===== src/hw/rtl/subarray_sum_divisible_counter_top_defines.svh =====
// Assertion macros shared by the RTL files.
`ifndef SUBARRAY_SUM_DIVISIBLE_COUNTER_TOP_DEFINES_SVH
`define SUBARRAY_SUM_DIVISIBLE_COUNTER_TOP_DEFINES_SVH

// Same-cycle implication, disabled during reset.
`define SSDC_ASSERT_SAME(lbl, clk, rst_n, ante, cons, msg) \
    lbl: assert property (@(posedge clk) disable iff (!(rst_n)) (ante) |-> (cons)) \
        else $error(msg);

// Next-cycle implication, disabled during reset.
`define SSDC_ASSERT_NEXT(lbl, clk, rst_n, ante, cons, msg) \
    lbl: assert property (@(posedge clk) disable iff (!(rst_n)) (ante) |=> (cons)) \
        else $error(msg);

`endif


===== src/hw/rtl/ssdc_pkg.sv =====
package ssdc_pkg;

    localparam int MAX_MODULUS = 1024;
    localparam int K_W         = $clog2(MAX_MODULUS) + 1;
    localparam int REM_W       = $clog2(MAX_MODULUS);
    localparam int VAL_W       = 16;
    localparam int CNT_W       = 32;
    localparam int SUM_W       = VAL_W + 2;
    localparam int MAG_W       = VAL_W + 1;
    localparam int STEP_W      = $clog2(MAG_W);
    localparam int EPOCH_W     = 8;
    localparam int ENTRY_W     = EPOCH_W + CNT_W;

    localparam logic [K_W-1:0]     K_MAX     = K_W'(MAX_MODULUS);
    localparam logic [K_W-1:0]     K_ONE     = K_W'(1);
    localparam logic [CNT_W-1:0]   COUNT_MAX = '1;
    localparam logic [EPOCH_W-1:0] EPOCH_MAX = '1;
    localparam logic [EPOCH_W-1:0] EPOCH_ONE = EPOCH_W'(1);
    localparam logic [REM_W-1:0]   ADDR_LAST = '1;

    typedef enum logic [1:0] {
        ST_CLEAR,
        ST_IDLE,
        ST_DIV,
        ST_LOOK
    } t_state;

    typedef struct packed {
        logic             start;
        logic             neg;
        logic [MAG_W-1:0] mag;
        logic [K_W-1:0]   k;
    } t_mod_req;

    typedef struct packed {
        logic             done;
        logic [REM_W-1:0] rem;
    } t_mod_rsp;

    typedef struct packed {
        logic [EPOCH_W-1:0] tag;
        logic [CNT_W-1:0]   tally;
    } t_entry;

endpackage


===== src/hw/rtl/ssdc_mod.sv =====
`include "subarray_sum_divisible_counter_top_defines.svh"

// Bit-serial non-negative remainder of a signed magnitude by k.
module ssdc_mod (
    input  logic               i_clk,
    input  logic               i_rst_n,
    input  ssdc_pkg::t_mod_req i_req,
    output ssdc_pkg::t_mod_rsp o_rsp
);

    logic                         r_busy;
    logic                         r_done;
    logic [ssdc_pkg::STEP_W-1:0]  r_cnt;
    logic [ssdc_pkg::K_W-1:0]     r_part;
    logic [ssdc_pkg::MAG_W-1:0]   r_shift;
    logic                         r_neg;
    logic [ssdc_pkg::K_W-1:0]     r_k;

    logic [ssdc_pkg::K_W:0]       w_trial;
    logic [ssdc_pkg::K_W:0]       w_step;
    logic [ssdc_pkg::K_W-1:0]     w_fix;
    logic                         w_idle;

    always_comb begin
        w_trial = {r_part, r_shift[ssdc_pkg::MAG_W-1]};
        if (w_trial >= {1'b0, r_k}) begin
            w_step = w_trial - {1'b0, r_k};
        end else begin
            w_step = w_trial;
        end
    end

    always_comb begin
        if (r_neg && (r_part != '0)) begin
            w_fix = r_k - r_part;
        end else begin
            w_fix = r_part;
        end
    end

    always_ff @(posedge i_clk) begin
        if (!i_rst_n) begin
            r_busy <= 1'b0;
            r_done <= 1'b0;
        end else begin
            r_done <= 1'b0;
            if (i_req.start) begin
                r_busy <= 1'b1;
            end else if (r_busy && (r_cnt == '0)) begin
                r_busy <= 1'b0;
                r_done <= 1'b1;
            end
        end
    end

    always_ff @(posedge i_clk) begin
        if (i_req.start) begin
            r_cnt   <= ssdc_pkg::STEP_W'(ssdc_pkg::MAG_W - 1);
            r_part  <= '0;
            r_shift <= i_req.mag;
            r_neg   <= i_req.neg;
            r_k     <= i_req.k;
        end else if (r_busy) begin
            r_cnt   <= r_cnt - 1'b1;
            r_part  <= w_step[ssdc_pkg::K_W-1:0];
            r_shift <= {r_shift[ssdc_pkg::MAG_W-2:0], 1'b0};
        end
    end

    assign o_rsp.done = r_done;
    assign o_rsp.rem  = w_fix[ssdc_pkg::REM_W-1:0];
    assign w_idle     = !r_busy && !r_done;

    `SSDC_ASSERT_SAME(a_start_free, i_clk, i_rst_n, i_req.start, w_idle, "start while busy")
    `SSDC_ASSERT_SAME(a_rem_below_k, i_clk, i_rst_n, r_done, w_fix < r_k, "remainder too big")
    `SSDC_ASSERT_NEXT(a_done_pulse, i_clk, i_rst_n, r_done, !r_done, "done held high")

endmodule


===== config.mk =====
export PLATFORM = sky130hd
export DESIGN_NAME = ssdc_mod
export DESIGN_NICKNAME = d
export VERILOG_FILES = /design/src/hw/rtl/ssdc_pkg.sv /design/src/hw/rtl/ssdc_mod.sv
export VERILOG_INCLUDE_DIRS = /design/src /design/src/hw/rtl
export SDC_FILE = /design/constraint.sdc
export NUM_CORES = 1
export LEC_CHECK = 0
export BUFFER_PORTS_ARGS = -buffer_cell sky130_fd_sc_hd__buf_4
export CORE_MARGIN = 4
export CORE_UTILIZATION = 52
export DETAILED_ROUTE_END_ITERATION = 6
export PLACE_DENSITY = 0.76
export REMOVE_ABC_BUFFERS = 1
export SYNTH_ARGS = -nofsm -noshare
export SYNTH_HDL_FRONTEND = slang
export SYNTH_SLANG_ARGS = --single-unit

===== constraint.sdc =====
create_clock -name i_clk -period 2.1 [get_ports i_clk]
set_clock_uncertainty 0.05 [all_clocks]
set_input_delay 0.21 -clock i_clk [delete_from_list [all_inputs] [get_ports i_clk]]
set_output_delay 0.21 -clock i_clk [all_outputs]
set_load 0.05 [all_outputs]

==> results of run 1 <==
-- through the flow --
stage | TNS, ps | utilization | cells
after floorplan | -5360 | - | 308
after global placement | -2860 | 0.672 | 489
after detailed placement | -4090 | 0.672 | 489
after CTS | -5290 | 0.731 | 503
after global routing | -9950 | 0.772 | 511
final | -8770 | 0.772 | 511
-- cell usage after synthesis, types with 6 or more instances --
cell type  count  area, µm²
nand2_1       14       52.6
inv_1         32        120
mux2_2        16        180
a311oi_1       6       52.6
nor2_1        25       93.8
o21ai_0       15       75.1
dfxtp_1       18        360
nand3_1       12       60.1
edfxtp_1      29        871
ha_1          21        263
clkbuf_1       6       22.5
a21oi_1       14       70.1
xnor2_1       10       87.6
-- layout make-up --
type | count | area share
Clock buffer | 5 | 0.0151
Timing Repair Buffer | 120 | 0.216
Tap cell | 75 | 0.0207
Inverter | 33 | 0.0273
Clock inverter | 3 | 0.00854
Multi-Input combinational cell | 228 | 0.440
Sequential cell | 47 | 0.272
-- path summary, 6_finish.rpt --
kind         startpoint        end  slack, ps  cells past startpoint
max              r_k[0]   o_rsp[8]       -620                     10
min            i_req[6]     r_k[6]         10                      1
max reg2reg      r_k[0]  r_part[5]       -550                     11
min reg2reg    r_cnt[1]   r_cnt[1]        460                      2
-- registers in the layout, indices dropped and copies added, names as in the netlist --
signal	count
r_cnt	5
r_shift	17
r_done	1
r_part	11
r_neg	1
r_busy	1
r_k	11
-- layer usage --
layer | wire length (µm) | vias to the layer above | track usage
li1 | - | 1408 | -
met1 | 3880 | 1499 | 0.283
met2 | 5010 | 164 | 0.439
met3 | 574 | 49 | 0.0442
met4 | 495 | 0 | 0.128
met5 | 0 | - | 0
-- power breakdown --
group / total, mW / internal (mW) / switching [mW] / leakage, nW
registers: 1.15 / 1.08 / 0.0673 / 0.439
logic: 1.69 / 0.757 / 0.933 / 1.43
clock network: 0.682 / 0.349 / 0.332 / 0.0556
-- cell families after synthesis --
kind of cell / count (synthesis)
simple gates: 95
xor+xnor: 12
flops: 47
compound gates: 80
mux: 18
buf+inv: 46
fa+ha+maj: 23
-- critical path, stage by stage (launching register included) --
cell and delay (ps):
edfxtp_1 380, inv_2 60, ha_4 160, fa_2 350, nor2b_2 180, o21ai_2 80
nand2b_1 130, a311oi_2 120, or3_1 320, a31oi_1 150, buf_4 220
-- what timing repair did --
item	4_1_cts	5_1_grt
setup buffers	7	9
hold buffers	0	0
gates resized for setup	57	38
endpoints found under the setup margin	21	21
pin swaps	22	29
==> flow_summary.yaml, run 1 <==
logic_synthesis:
  synth_cell_types: 63
  synth_xor_area_frac: 0.0335
  ys_seq_area_frac: 0.393
  synth-simple-area-share: 0.160
  synthAdderAreaFrac: 0.0965
  syn_inst: 321
  syn_avg_cell_area_um2: 9.77
  synth_ff_type: "edfxtp_1"
  synth.area.mux_share: 0.0638
  async_flop_share: 0
  ys_warn_count: 0
  synth_seq_cells: 47
  synth_top_family_by_area: "compound AO/OA/AOI/OAI gates"
  synth-edff-count: 29
  synth-compound-area-share: 0.190
  netlist_area_mm2: 0.00314
detailed_routing:
  ant_nets: 0
  routed_via_density: 6.11
  first_iter_violations: 225
  post_drt_wl_per_cell_um: 19.5
  drtPass1Iterations: 6
  routed_wl_um: 9960
  vias: 3120
  drc_errors: 0
critical_path:
  critPathArrivalTime_ps: 2460
  cp.required_ps: 1840
  cp-start-kind: "flip-flop"
  critPathKind: "flip-flop to primary output"
  crit_path_max_fanout: 2
  endpoint_kind: "primary output"
placement:
  hpwl_um: 6010
  port_buffers: 42
  placed_area_mm2: 0.00395
  gp_congestion: 0.874
  pre_cts_slack_ps: -361
cells_and_area:
  area_growth_pct: 44.8
  layout_commonest_cell: "buf_4"
  multi_input_area_mm2: 0.00200
  mostFrequentLayoutCells: "100 x buf_4, 30 x inv_1, 29 x edfxtp_1, 22 x nor2_1, 19 x buf_6"
  drive_gt1_frac: 0.466
  final_area_mm2: 0.00454
  antenna_cells: 0
  seq_area_mm2: 0.00124
  fin_nets: 490
  nFillCells: 351
global_routing:
  grt_pass1_wl_um: 14500
  antenna_found_initial: 0
  grt-ovfl-total: 0
  grt_use_total: 0.247
  grt_pass1_vias: 3185
  grt_max_degree: 46
job:
  cap_violations: 0
clock_network:
  cts_buffer_depth: 2
  cts_tree: "built"
  clkSinkCount: 47
  cts_root_buffer: "clkbuf_8"
  cts_htree_levels: 2
  clkLatencyLatePin_ps: 320
  clkTransAtPathRegs_ps: 100
  cts_buffers: 5
sta:
  worst_pin_slew_ps: 571
  finalCritPeriodShare: 1.29
  setup_viol: 21
  rsz0062_at_grt: "yes"
  period_minus_slack_ps: 2720
  drv_slew: 0
  finalHoldViolCount: 0
  fmax_ghz: 0.368
  holdWs_ps: 12.1
  layout_setup_ws_ps: -616
  timing.slew.headroom: 0.619
die:
  core_mm2: 0.00589
  start_util: 0.533
  io_pins: 43
  die_w_um: 85.7
  die_h_um: 85.7
  num_rows: 28
  dieArea_mm2: 0.00734
status:
  outcome: "complete, but fails checks"
  violations: "negative setup slack"
power_and_ir_drop:
  leakage_nw: 1.92
  ir_drop_mv: 0.588
  power.density_mw_per_mm2: 775
  total_power_mw: 3.52
worst_hold_path:
  hp-class: "primary input to flip-flop"
(Power assumes the default switching activity.)
==> inputs of run 2 (changes only) <==
REMOVE_ABC_BUFFERS = unset   (was 1)
==> run 2 against run 1 <==
Compared with the run above:
- the flow still finishes with violations (negative setup slack)
- total power is 5.3% higher
- core utilization is 1.9 points higher
- combinational power is 12% higher
- clock power is 2% lower
- first-iteration DRC count is 25% higher
- critical path type unchanged
- critical endpoint is now o_rsp[6]
- largest power group unchanged
==> flow_summary.yaml, run 2 (synthesis gave the netlist of run 1 again) <==
power_and_ir_drop:
  power.density_mw_per_mm2: 796
  clockPowerShare: 0.180
  power_switching_mw: 1.42
  pwr-share-seq: 0.311
  p_comb_frac: 0.509
  power.internal_mw: 2.29
  total_power_mw: 3.71
  leakage_nw: 1.92
  ir_drop_mv: 0.548
  power.share.switching: 0.383
cells_and_area:
  largest_reg_flops: 17
  top_regs: "r_shift (17), r_k (11), r_part (11)"
  nFillCells: 337
  top_register: "r_shift"
  multi_input_area_mm2: 0.00217
  seq_area_mm2: 0.00124
  antenna_cells: 0
  area_growth_pct: 48.5
  mostFrequentLayoutCells: "90 x buf_4, 31 x inv_1, 29 x edfxtp_1, 21 x nor2_1, 19 x buf_6"
  drive_gt1_frac: 0.480
  fin_nets: 481
  layoutNonFillerInstCount: 502
  layout_commonest_cell: "buf_4"
  final_util: 0.791
worst_hold_path:
  worst_hold_path.num_cells: 1
  worstHoldStart: "i_req[9]"
  hp-class: "primary input to flip-flop"
detailed_routing:
  drtPass1Iterations: 5
  routed_wl_um: 10200
  vias: 3115
  first_iter_violations: 282
  post_drt_wl_per_cell_um: 20.4
  ant_nets: 0
  routed_via_density: 6.21
  drc_errors: 0
critical_path:
  cp-start-kind: "flip-flop"
  critPathArrivalTime_ps: 2440
  endpoint_kind: "primary output"
  reg2reg_depth: 10
  critPathLaunch: "r_k[0]"
  slowest_delay_ps: 420
  critPathKind: "flip-flop to primary output"
  rr_startpoint: "r_k[0]"
  slowest_stage: "edfxtp_1"
  cp.required_ps: 1840
  crit_path_cell_trace: "inv_2 > ha_4 > fa_2 > nor2b_1 > o21ai_1 > nand2b_1 > buf_6 > a311oi_2 > xor2_1 > mux2i_4 > buf_6"
  crit_path_frequent_cell: "buf_6"
  crit_path_max_fanout: 2
die:
  dieArea_mm2: 0.00734
  die_w_um: 85.7
  start_util: 0.533
  num_rows: 28
  core_mm2: 0.00589
  io_pins: 43
  die_h_um: 85.7
clock_network:
  clkLatencyLatePin_ps: 310
  clkSinkCount: 47
  cts_tree: "built"
  clkTransAtPathRegs_ps: 100
  cts_buffers: 5
  cts_root_buffer: "clkbuf_8"
  cts_buffer_depth: 2
  cts_htree_levels: 2
placement:
  hpwl_um: 5990
  gp_congestion: 0.894
  pre_cts_slack_ps: -317
  port_buffers: 42
  dp_cells: 481
sta:
  finalCritPeriodShare: 1.29
  timing.slew.headroom: 0.639
  setup_viol: 21
  layout_setup_ws_ps: -602
  drv_slew: 0
  finalHoldViolCount: 0
  period_minus_slack_ps: 2700
  holdWs_ps: 19.6
  rsz0062_at_grt: "yes"
  worst_pin_slew_ps: 541
  fmax_ghz: 0.370
global_routing:
  grt-ovfl-total: 0
  grt_pass1_vias: 3056
  antenna_found_initial: 0
  grt_use_total: 0.247
  grt_max_degree: 33
  grt_pass1_wl_um: 14300
status:
  outcome: "complete, but fails checks"
  violations: "negative setup slack"
job:
  cap_violations: 0
logic_synthesis:
  synth_nets: 376
## run 2: changes by cell type in the layout (fill, tap and decap cells not counted), moves of 3 or more
cell      change
buf_4        -10
o221ai_2      +3
nand3_2       -4
xnor2_1       -4
nand3_1       +3
xnor2_2       +3
o221ai_1      -3
## run 2: final cells by class
cell class / count / share of cell area
clock inverters: 3 / 0.00833
clock buffers: 5 / 0.0148
flip-flops and latches: 47 / 0.266
well taps: 75 / 0.0202
inverters: 33 / 0.0266
repair buffers: 111 / 0.197
multi-input cells: 228 / 0.467
## run 2: stage by stage
stage / instance area [µm²] / TNS (ps)
finish: 4660 / -7440
floorplan: 3240 / -1220
detailed placement: 4000 / -3550
CTS: 4490 / -6090
global placement: 4000 / -2850
global route: 4660 / -8580
## run 2: power groups by stage
stage | Clock [mW] | Sequential (mW) | Combinational, mW
6_report | 0.669 | 1.15 | 1.89
5_1_grt | 0.705 | 1.16 | 1.98
4_1_cts | 0.672 | 1.15 | 1.67
3_5_place_dp | 0 | 1.16 | 1.41
3_3_place_gp | 0 | 1.16 | 1.38
2_1_floorplan | 0 | 1.15 | 0.937
## run 2: path summary, 6_finish.rpt
check	end	slack (ps)
max	o_rsp[6]	-600
min	r_k[9]	20
max reg2reg	r_part[6]	-360
min reg2reg	r_cnt[4]	460
## run 2: what timing repair did
| item | in CTS | in global routing |
|---|---|---|
| pin swaps | 46 | 27 |
| hold buffers | 0 | 0 |
| gates cloned | 0 | 0 |
| gates resized for setup | 70 | 26 |
| endpoints found under the setup margin | 21 | 21 |
| buffers inserted | 5 | 11 |
## run 2: worst max-delay path, delay by kind of cell, from the launching register on
kind                       cells  cell delay, ps
xor gates and xnor gates       1             270
buffers and inverters          3             400
and+or+nand+nor                2             180
muxes                          1             100
adders and majority gates      2             330
AOI/OAI and AO/OA              2             430
DFF                            1             420
## run 2: layer usage
metal	share of wire	up-vias	wire length [µm]	track usage
met5	0	-	0	0
met2	0.50	185	5160	0.436
li1	-	1394	-	-
met4	0.056	0	575	0.104
met3	0.078	57	801	0.0500
met1	0.36	1479	3720	0.290
